### src/rtl/core/bta_pkg.sv
// Package for the bakery ticket arbiter: item types, opcodes, FSM states.
// No dependencies; used by bta_ram users and the top level.
package bta_pkg;

  localparam int CLIENTS_DEF     = 16;
  localparam int TICKET_BITS_DEF = 16;

  typedef enum logic {
    OP_TAKE    = 1'b0,
    OP_RELEASE = 1'b1
  } opcode_t;

  typedef enum logic [1:0] {
    ST_IDLE,
    ST_SCAN,
    ST_DRAIN,
    ST_FIN
  } state_t;

  typedef struct packed {
    opcode_t    opcode;
    logic [3:0] client;
  } in_item_t;

  typedef struct packed {
    logic        grant_valid;
    logic [3:0]  granted_client;
    logic [15:0] issued_ticket;
    logic        overflow;
  } out_item_t;

endpackage

### src/rtl/core/bta_ram.sv
// Generic single-write, single-read synchronous RAM with registered read data.
// No dependencies.
module bta_ram #(
  parameter int WIDTH = 16,
  parameter int DEPTH = 16
) (
  input  logic                     clk,
  input  logic                     we,
  input  logic [$clog2(DEPTH)-1:0] waddr,
  input  logic [WIDTH-1:0]         wdata,
  input  logic [$clog2(DEPTH)-1:0] raddr,
  output logic [WIDTH-1:0]         rdata
);

  logic [WIDTH-1:0] mem [DEPTH];

  always_ff @(posedge clk) begin
    if (we) begin
      mem[waddr] <= wdata;
    end
    rdata <= mem[raddr];
  end

endmodule

### src/rtl/core/bakery_ticket_arbiter.sv
// Bakery ticket arbiter top level: FSM, scan accumulators, ticket store.
// Depends on bta_pkg and bta_ram.
//
//  channel | ports                 | transfer when
//  --------+-----------------------+---------------------------
//  input   | start, busy, in_data  | start high, busy low
//  result  | out_valid, out_data   | out_valid high (one cycle)
//
// The ticket store is read one entry a cycle over its single read port in
// ST_SCAN; ST_DRAIN takes the last read data and ST_FIN settles the item and
// writes back. The result strobe follows in the cycle after ST_FIN, while the
// next item may already be taken. Reset clears the per-entry valid bits at
// once, so no clearing pass is needed. The receiver cannot stall.
module bakery_ticket_arbiter #(
  parameter int CLIENTS     = bta_pkg::CLIENTS_DEF,
  parameter int TICKET_BITS = bta_pkg::TICKET_BITS_DEF
) (
  input  logic              clk,
  input  logic              rst_n,
  input  logic              start,
  output logic              busy,
  input  bta_pkg::in_item_t in_data,
  output logic              out_valid,
  output bta_pkg::out_item_t out_data
);

  import bta_pkg::*;

  localparam int CW = $clog2(CLIENTS);
  localparam int TB = TICKET_BITS;

  state_t            state_r, state_nxt;
  logic [CW-1:0]     cnt_r;
  logic [CW-1:0]     idx_r;
  logic              rd_vld_r;
  logic [CLIENTS-1:0] vld_r;

  opcode_t           op_r;
  logic [CW-1:0]     who_r;
  logic              in_range_r;

  logic [TB-1:0]     max_r;
  logic [TB-1:0]     best_r;
  logic [CW-1:0]     best_idx_r;
  logic              have_r;
  logic [TB-1:0]     own_r;

  logic              out_valid_r;
  out_item_t         out_data_r;

  logic              accept;
  logic              ram_we;
  logic [CW-1:0]     ram_raddr;
  logic [TB-1:0]     ram_rdata;
  logic [TB-1:0]     rd_t;
  logic [8:0]        client_ext;

  logic              top_hit;
  logic              take_ok;
  logic              ovf;
  logic [TB-1:0]     own_new;
  logic              own_wins;
  logic [CW-1:0]     g_idx;
  logic [8:0]        g_ext;
  logic [31:0]       own_ext;

  assign accept     = start && !busy;
  assign client_ext = {5'd0, in_data.client};
  assign rd_t       = vld_r[idx_r] ? ram_rdata : '0;

  // FSM next state and control
  always_comb begin
    state_nxt = state_r;
    busy      = 1'b1;
    ram_raddr = cnt_r;
    ram_we    = 1'b0;
    unique case (state_r)
      ST_IDLE: begin
        busy = 1'b0;
        if (start) begin
          state_nxt = ST_SCAN;
        end
      end
      ST_SCAN: begin
        if (cnt_r == CW'(CLIENTS - 1)) begin
          state_nxt = ST_DRAIN;
        end
      end
      ST_DRAIN: begin
        state_nxt = ST_FIN;
      end
      ST_FIN: begin
        ram_we    = in_range_r && !ovf;
        state_nxt = ST_IDLE;
      end
      default: begin
        state_nxt = ST_IDLE;
      end
    endcase
  end

  always_ff @(posedge clk) begin
    if (!rst_n) begin
      state_r <= ST_IDLE;
    end else begin
      state_r <= state_nxt;
    end
  end

  // Read address walk and registered tag of the data in flight
  always_ff @(posedge clk) begin
    if (!rst_n) begin
      cnt_r    <= '0;
      rd_vld_r <= 1'b0;
    end else begin
      rd_vld_r <= (state_r == ST_SCAN);
      if (accept) begin
        cnt_r <= '0;
      end else if (state_r == ST_SCAN) begin
        cnt_r <= cnt_r + CW'(1);
      end
    end
  end

  always_ff @(posedge clk) begin
    idx_r <= cnt_r;
  end

  // Settle the item from the scan results
  always_comb begin
    top_hit  = &max_r;
    take_ok  = (op_r == OP_TAKE) && !top_hit;
    ovf      = in_range_r && (op_r == OP_TAKE) && top_hit;
    if (op_r == OP_RELEASE) begin
      own_new = '0;
    end else if (top_hit) begin
      own_new = own_r;
    end else begin
      own_new = max_r + TB'(1);
    end
    // new ticket is above all others; only ties with an unchanged own ticket matter
    own_wins = in_range_r && (own_new != '0) &&
               (!have_r || (own_new < best_r) ||
                ((own_new == best_r) && (who_r < best_idx_r)));
    g_idx    = own_wins ? who_r : best_idx_r;
    g_ext    = 9'(g_idx);
    own_ext  = 32'(own_new);
  end

  // Scan accumulators; the client's own slot is kept apart from the rest
  always_ff @(posedge clk) begin
    if (accept) begin
      op_r       <= in_data.opcode;
      who_r      <= client_ext[CW-1:0];
      in_range_r <= (32'(client_ext) < 32'(CLIENTS));
      max_r      <= '0;
      best_r     <= '0;
      best_idx_r <= '0;
      have_r     <= 1'b0;
      own_r      <= '0;
    end else if (rd_vld_r) begin
      if (rd_t > max_r) begin
        max_r <= rd_t;
      end
      if (in_range_r && (idx_r == who_r)) begin
        own_r <= rd_t;
      end else if ((rd_t != '0) && (!have_r || (rd_t < best_r))) begin
        have_r     <= 1'b1;
        best_r     <= rd_t;
        best_idx_r <= idx_r;
      end
    end
  end

  always_ff @(posedge clk) begin
    if (!rst_n) begin
      vld_r <= '0;
    end else if (ram_we) begin
      vld_r[who_r] <= 1'b1;
    end
  end

  bta_ram #(
    .WIDTH (TB),
    .DEPTH (CLIENTS)
  ) u_ticket_ram (
    .clk   (clk),
    .we    (ram_we),
    .waddr (who_r),
    .wdata (own_new),
    .raddr (ram_raddr),
    .rdata (ram_rdata)
  );

  // Result register: strobe for one cycle after the write-back cycle
  always_ff @(posedge clk) begin
    if (!rst_n) begin
      out_valid_r <= 1'b0;
    end else begin
      out_valid_r <= (state_r == ST_FIN);
    end
  end

  always_ff @(posedge clk) begin
    if (state_r == ST_FIN) begin
      out_data_r.grant_valid    <= have_r || own_wins;
      out_data_r.granted_client <= (have_r || own_wins) ? g_ext[3:0] : 4'd0;
      out_data_r.issued_ticket  <= (in_range_r && take_ok) ? own_ext[15:0] : 16'd0;
      out_data_r.overflow       <= ovf;
    end
  end

  assign out_valid = out_valid_r;
  assign out_data  = out_data_r;

`ifndef SYNTHESIS
  a_accept_busy : assert property (@(posedge clk) disable iff (!rst_n)
    accept |=> busy)
    else $error("accepted item did not raise busy");

  a_we_fin : assert property (@(posedge clk) disable iff (!rst_n)
    ram_we |-> (state_r == ST_FIN))
    else $error("ticket store written outside write-back");

  a_strobe_src : assert property (@(posedge clk) disable iff (!rst_n)
    out_valid |-> $past(state_r == ST_FIN))
    else $error("result strobe without a finished item");

  a_ovf_no_ticket : assert property (@(posedge clk) disable iff (!rst_n)
    (out_valid && out_data.overflow) |-> (out_data.issued_ticket == 16'd0))
    else $error("ticket issued on overflow");

  a_idle_grant : assert property (@(posedge clk) disable iff (!rst_n)
    (out_valid && !out_data.grant_valid) |-> (out_data.granted_client == 4'd0))
    else $error("granted client set with no holder");
`endif

endmodule
### config.mk
export PLATFORM = sky130hd
export DESIGN_NAME = bakery_ticket_arbiter
export DESIGN_NICKNAME = d
export VERILOG_FILES = /design/src/rtl/core/bta_pkg.sv /design/src/rtl/core/bta_ram.sv /design/src/rtl/core/bakery_ticket_arbiter.sv
export SDC_FILE = /design/constraint.sdc
export NUM_CORES = 1
export LEC_CHECK = 0
export ABC_CLOCK_PERIOD_IN_PS = 6000
export BUFFER_PORTS_ARGS = -buffer_cell sky130_fd_sc_hd__buf_4
export CAP_MARGIN = 20
export CORE_MARGIN = 2
export CORE_UTILIZATION = 50
export CTS_CLUSTER_DIAMETER = 30
export DETAILED_ROUTE_END_ITERATION = 12
export PLACE_DENSITY = 0.66
export SKIP_LAST_GASP = 1
export SYNTH_ARGS = -nofsm -noshare
export SYNTH_HDL_FRONTEND = slang
export SYNTH_SLANG_ARGS = --single-unit
export TNS_END_PERCENT = 5
### constraint.sdc
create_clock -name clk -period 6 [get_ports clk]
set_input_delay 0 -clock clk [delete_from_list [all_inputs] [get_ports clk]]
set_output_delay 0 -clock clk [all_outputs]
set_load 0.02 [all_outputs]
Word-level counts from Yosys, hierarchy flattened
Memories as Yosys holds them, arrays and structs flattened. A register that Yosys moved wholly into a read port is not among the register bits. Index checks and enable logic that the tools add are counted.

Add/subtract/negate cells: 2. Order comparisons: 8. Eq/ne operators: 8. Mux-type cells: 15. Bitwise logic cells: 4. Reduce and logical (&&, ||, !) cells: 28.

Operators with widths (count): $mux 16 (3); $lt 16x16->1 (2); $reduce_bool 16->1 (2); $add 16x1->16 const B (1); $eq 16x16->1 (1); $gt 16x16->1 (1); $or 16x16->16 (1); $reduce_and 16->1 (1); $lt 4x5->1 const B (3); $logic_and 1x1->1 (12); $pmux 2 s4 (1); $mux 1 (6); $reduce_and 2->1 (3); $add 4x1->4 const B (1); $bmux 1 s4 (1); $demux 1 s4 (1); $eq 2x2->1 const B (2); $eq 4x4->1 (1); $eq 4x4->1 const B (1); $ge 4x1->1 const B (1); $logic_or 1x1->1 (4); $lt 4x4->1 (1); $mux 2 (2); $mux 4 (1); 7 further kinds (12).

Flip-flop bits (word level): 109. Bits in writable memories: 256. Bits of input ports: 8. Output and inout bits: 24. Memories: 1.

Memories: u_ticket_ram.mem (words 16, bits a word 16, read ports 1, clocked after Yosys merged registers in 1, write ports 1, line bta_ram.sv:15) `logic [WIDTH-1:0] mem [DEPTH];`.

Longest topological paths before layout
Depth in word-level cells: 8. Depth in mapped cells: 19.

By module
Synthesis repeated with hierarchy kept, for this count alone.

Cell total of the unflattened synthesis: 1097. Area, all modules: 16243.1 µm².

Modules (own cells, without submodules): bta_ram (times used 1, cells an instance 432, area an instance 10042.1 µm²); bakery_ticket_arbiter (times used 1, cells an instance 665, area an instance 6200.9 µm²).

Worst setup path before layout
Ideal clock, no wire load.

Path type: register to register. Start: reg max_r[0]. End: reg out_data_r, in the netlist out_data[18] (data pin). Library setup time: 0.274 ns. Data arrival time: 3.699 ns. Data required time: 5.726 ns. Slack: 2.027 ns. Stages on the path, launching flop included: 19. Path buffers: 3. Cells stage by stage: dfxtp_1 ha_1 and3_1 buf_4 nand2_1 or4_1 buf_2 nand2b_1 inv_1 buf_2 a21o_1 ha_1 and4_1 and3_1 o21ai_0 a21oi_1 o211a_1 o211ai_1 o311ai_2.

Word-level cells in the longest chain between the ends: 8. Elaborated cells on any way between the ends: 14. Those cells by class: add/sub (1); order compare (1); eq/ne (1); mux (3); reduce/logical (8).

Ends and longest elaborated chain: start, declared (line bakery_ticket_arbiter.sv:42) `logic [TB-1:0] max_r;`; start signal, assigned (line bakery_ticket_arbiter.sv:163) `max_r <= rd_t;`; $add 16x1->16 or $reduce_and 16->1 (tied branches) (line bakery_ticket_arbiter.sv:139, bakery_ticket_arbiter.sv:131); $mux 16 * (line bakery_ticket_arbiter.sv:136) `end else if (top_hit) begin`; $mux 16 * (line bakery_ticket_arbiter.sv:134) `if (op_r == OP_RELEASE) begin`; via own_new[11] (line bakery_ticket_arbiter.sv:61) `logic [TB-1:0] own_new;`; $lt 16x16->1 or $eq 16x16->1 (tied branches) (line bakery_ticket_arbiter.sv:143, bakery_ticket_arbiter.sv:144); $logic_or 1x1->1 or $logic_and 1x1->1 (tied branches) (line bakery_ticket_arbiter.sv:143, bakery_ticket_arbiter.sv:144); $logic_or 1x1->1 (line bakery_ticket_arbiter.sv:143) `(!have_r || (own_new < best_r) ||`; $logic_and 1x1->1 * (line bakery_ticket_arbiter.sv:142) `own_wins = in_range_r && (own_new != '0) &&`; $mux 4 or $logic_or 1x1->1 (tied branches) (line bakery_ticket_arbiter.sv:145, bakery_ticket_arbiter.sv:207); end, declared (line bakery_ticket_arbiter.sv:49) `out_item_t out_data_r;`.

The timed path passes the listed nets; every way through them passes the cells marked *. A chain may end at the register's enable or synchronous reset.

Worst setup path in the final report
Start: reg max_r[0]. End: reg out_data_r, in the netlist out_data[19] (data pin).

The elaborated chain is that of the path after synthesis.

==> results.json <==
{
  "yosysTopAreaCell": "edfxtp_1",
  "port-buffer-count": 31,
  "clk_latency_ns": 0.57,
  "drt_iter0_drc": 807,
  "cp.required_ns": 6.28,
  "min_period_ns": 4.76,
  "hold_viol": 0,
  "p_per_area_nw_per_um2": 376,
  "track_usage_pct": 23.5,
  "power_mw": 7.24,
  "path_class": "flip-flop to flip-flop",
  "synth_warnings": 0,
  "final_nets": 1196,
  "grt_pass1_wl_mm": 57.9,
  "insertedDiodeCount": 0,
  "cts_max_path_buffers": 3,
  "ir_drop_v": 0.000227,
  "crit_fanout": 17,
  "setup_tns_ns": 0,
  "chipHeight_um": 184,
  "synth.area.top_cells": "edfxtp_1 53%, dfxtp_1 12%, mux4_2 12%",
  "ys_ff_latch": 380,
  "grt_pass1_vias": 9448,
  "synth_edf_count": 283,
  "grt_overflow": 0,
  "status": "completed",
  "fp.dieW_um": 184,
  "synthFlopType": "edfxtp_1",
  "async_flop_share_pct": 0,
  "fin_util_pct": 60.8,
  "worstMarginPinSlew_ns": 1.08,
  "slew_violations": 0,
  "drive_gt1_share_pct": 24.0,
  "synth.yosys.seq_area_share_pct": 64.5,
  "final_common_cell": "edfxtp_1",
  "cts_root_buffer": "clkbuf_16",
  "synth.distinct_cells": 53,
  "post-route-period-util_pct": 79.3,
  "coreArea_um2": 31700,
  "tritoncts": "yes",
  "vias": 9400,
  "synth_area_um2": 16200,
  "fmax_mhz": 210,
  "maxSlewHeadroom_pct": 27.5,
  "hold_class": "input port to flip-flop",
  "syn_avg_cell_area_um2": 15.5,
  "cts.reportedPaths.clkPinSlew_ns": 0.05,
  "rows": 65,
  "synth_top_area_share_pct": 52.5,
  "hpwl_mm": 23.5,
  "fin_cells": 1587,
  "drt_wl_total_mm": 38.2,
  "final_cell_mix": "283 x edfxtp_1, 95 x dfxtp_1, 84 x mux4_2, 74 x nand2_1, 71 x clkbuf_16",
  "cts_setup_buffers": 0,
  "post-route-drc-count": 0,
  "cp_data_arrival_time_ns": 5.04,
  "vias_per_cell": 5.92,
  "cap_violations": 0,
  "placed_cells": 1455,
  "cp-end-kind": "flip-flop",
  "start_util_pct": 51.0,
  "syn_inst": 1047,
  "clock_skew_ns": 0.0281,
  "grt_start_max_net_pins": 59,
  "synth_fp_nets": 1112,
  "finalSetupViolations": 0,
  "grt_antenna_before_repair": 0,
  "antenna_left": 0,
  "start_kind": "flip-flop",
  "die_area_um2": 33800,
  "grt_setup_unrepaired": "no",
  "p_leak_nw": 6.26,
  "pin_count": 32,
  "clock-sinks": 380,
  "first_pass_iters": 5,
  "gp_congestion": 0.908,
  "cts_resized": 0,
  "cts_htree_levels": 3,
  "post_drt_wl_per_cell_um": 24.1,
  "syn_to_final_growth_pct": 19.1,
  "cts_made_buffers": 68
}
==> kinds of logic after synthesis <==
logic type | share of synthesized area, %
adder cells (fa/ha/maj) | 4.41
buffers and inverters | 2.55
multiplexers | 15.2
AND/OR/NAND/NOR | 7.21
flip-flops | 64.5
AO/OA/AOI/OAI | 5.18
XOR/XNOR | 0.920
==> repair_timing <==
item,in CTS,in global routing
endpoints found under the hold margin,29,0
endpoints found under the setup margin,0,0
hold buffers,7,0
==> stage by stage <==
step / hold slack [ns] / area [um^2] / setup WS (ns)
5_1_grt: 0.156 / 19300 / 0.862
6_report: 0.159 / 19300 / 1.24
3_5_place_dp: 0.179 / 16900 / 1.30
3_3_place_gp: 0.178 / 16900 / 1.41
4_1_cts: 0.141 / 19300 / 1.28
2_1_floorplan: 0.0989 / 16200 / 2.03
==> sequential cells by signal, indices dropped and copies added (netlist names), 16 cells and up <==
name and flops:
out_data 22, u_ticket_ram.mem 256, vld_r 16, own_r 16
max_r 16, u_ticket_ram.rdata 16, best_r 16
==> report_power, final <==
part / internal [mW] / total (mW) / switching (mW)
Sequential: 2.89 / 3.02 / 0.137
Clock: 2.38 / 3.68 / 1.31
Combinational: 0.242 / 0.534 / 0.292
==> critical path: stages (launching register included) <==
cell and delay (ns):
dfxtp_1 0.47, ha_1 0.30, and3_1 0.34, nand2_1 0.07, or4_1 0.66, nand2b_1 0.27
inv_1 0.37, a21o_1 0.50, ha_1 0.35, and4_1 0.23, and3_1 0.23, o21ai_0 0.09
a21oi_1 0.08, o211a_1 0.27, o211ai_1 0.12, o311ai_2 0.13
==> cell usage after synthesis, types with 7 or more instances <==
master and number:
o21a_1 19, xnor2_1 15, nand3_1 14, a21o_1 19, nand2_1 75, inv_1 51, and2_1 17, nor3_1 11
nor2_1 63, nor4_1 11, dfxtp_1 97, clkbuf_1 25, mux4_2 84, edfxtp_1 283, nand4_1 13, ha_1 57
a21oi_1 20, buf_2 12, o21ai_0 13, o211ai_1 14, buf_1 7, mux2i_1 57, nand2b_1 7
==> worst paths after layout <==
| check | start | slack [ns] | to | depth (start not counted) |
|---|---|---|---|---|
| worst max-delay path | max_r[0]$_SDFFE_PP0P_ | 1.24 | out_data[19]$_SDFFCE_PN0P_ | 15 |
| worst min register to register | vld_r[14]$_SDFFE_PN0P_ | 0.46 | vld_r[14]$_SDFFE_PN0P_ | 1 |
| worst min-delay path | in_data[3] | 0.16 | who_r[3]$_DFFE_PP_ | 2 |
| worst max register to register | max_r[0]$_SDFFE_PP0P_ | 1.24 | out_data[19]$_SDFFCE_PN0P_ | 15 |
==> cell type report <==
type | instances | area (um^2)
clock inverter | 45 | 418
inverter | 52 | 195
multi-input combinational | 566 | 5390
fill | 2358 | 12400
sequential | 380 | 10400
tap | 402 | 503
timing repair buffer | 63 | 503
clock buffer | 79 | 1830
==> per-layer routing <==
metal  up-vias  track usage [%]  part of all wire (%)
li1       4216                -                     -
met1      4735             32.8                    44
met2       367             37.1                    47
met3        82             4.54                   6.5
met4         0             8.22                   2.8
met5         -                0                     0
(Power assumes the default switching activity.)
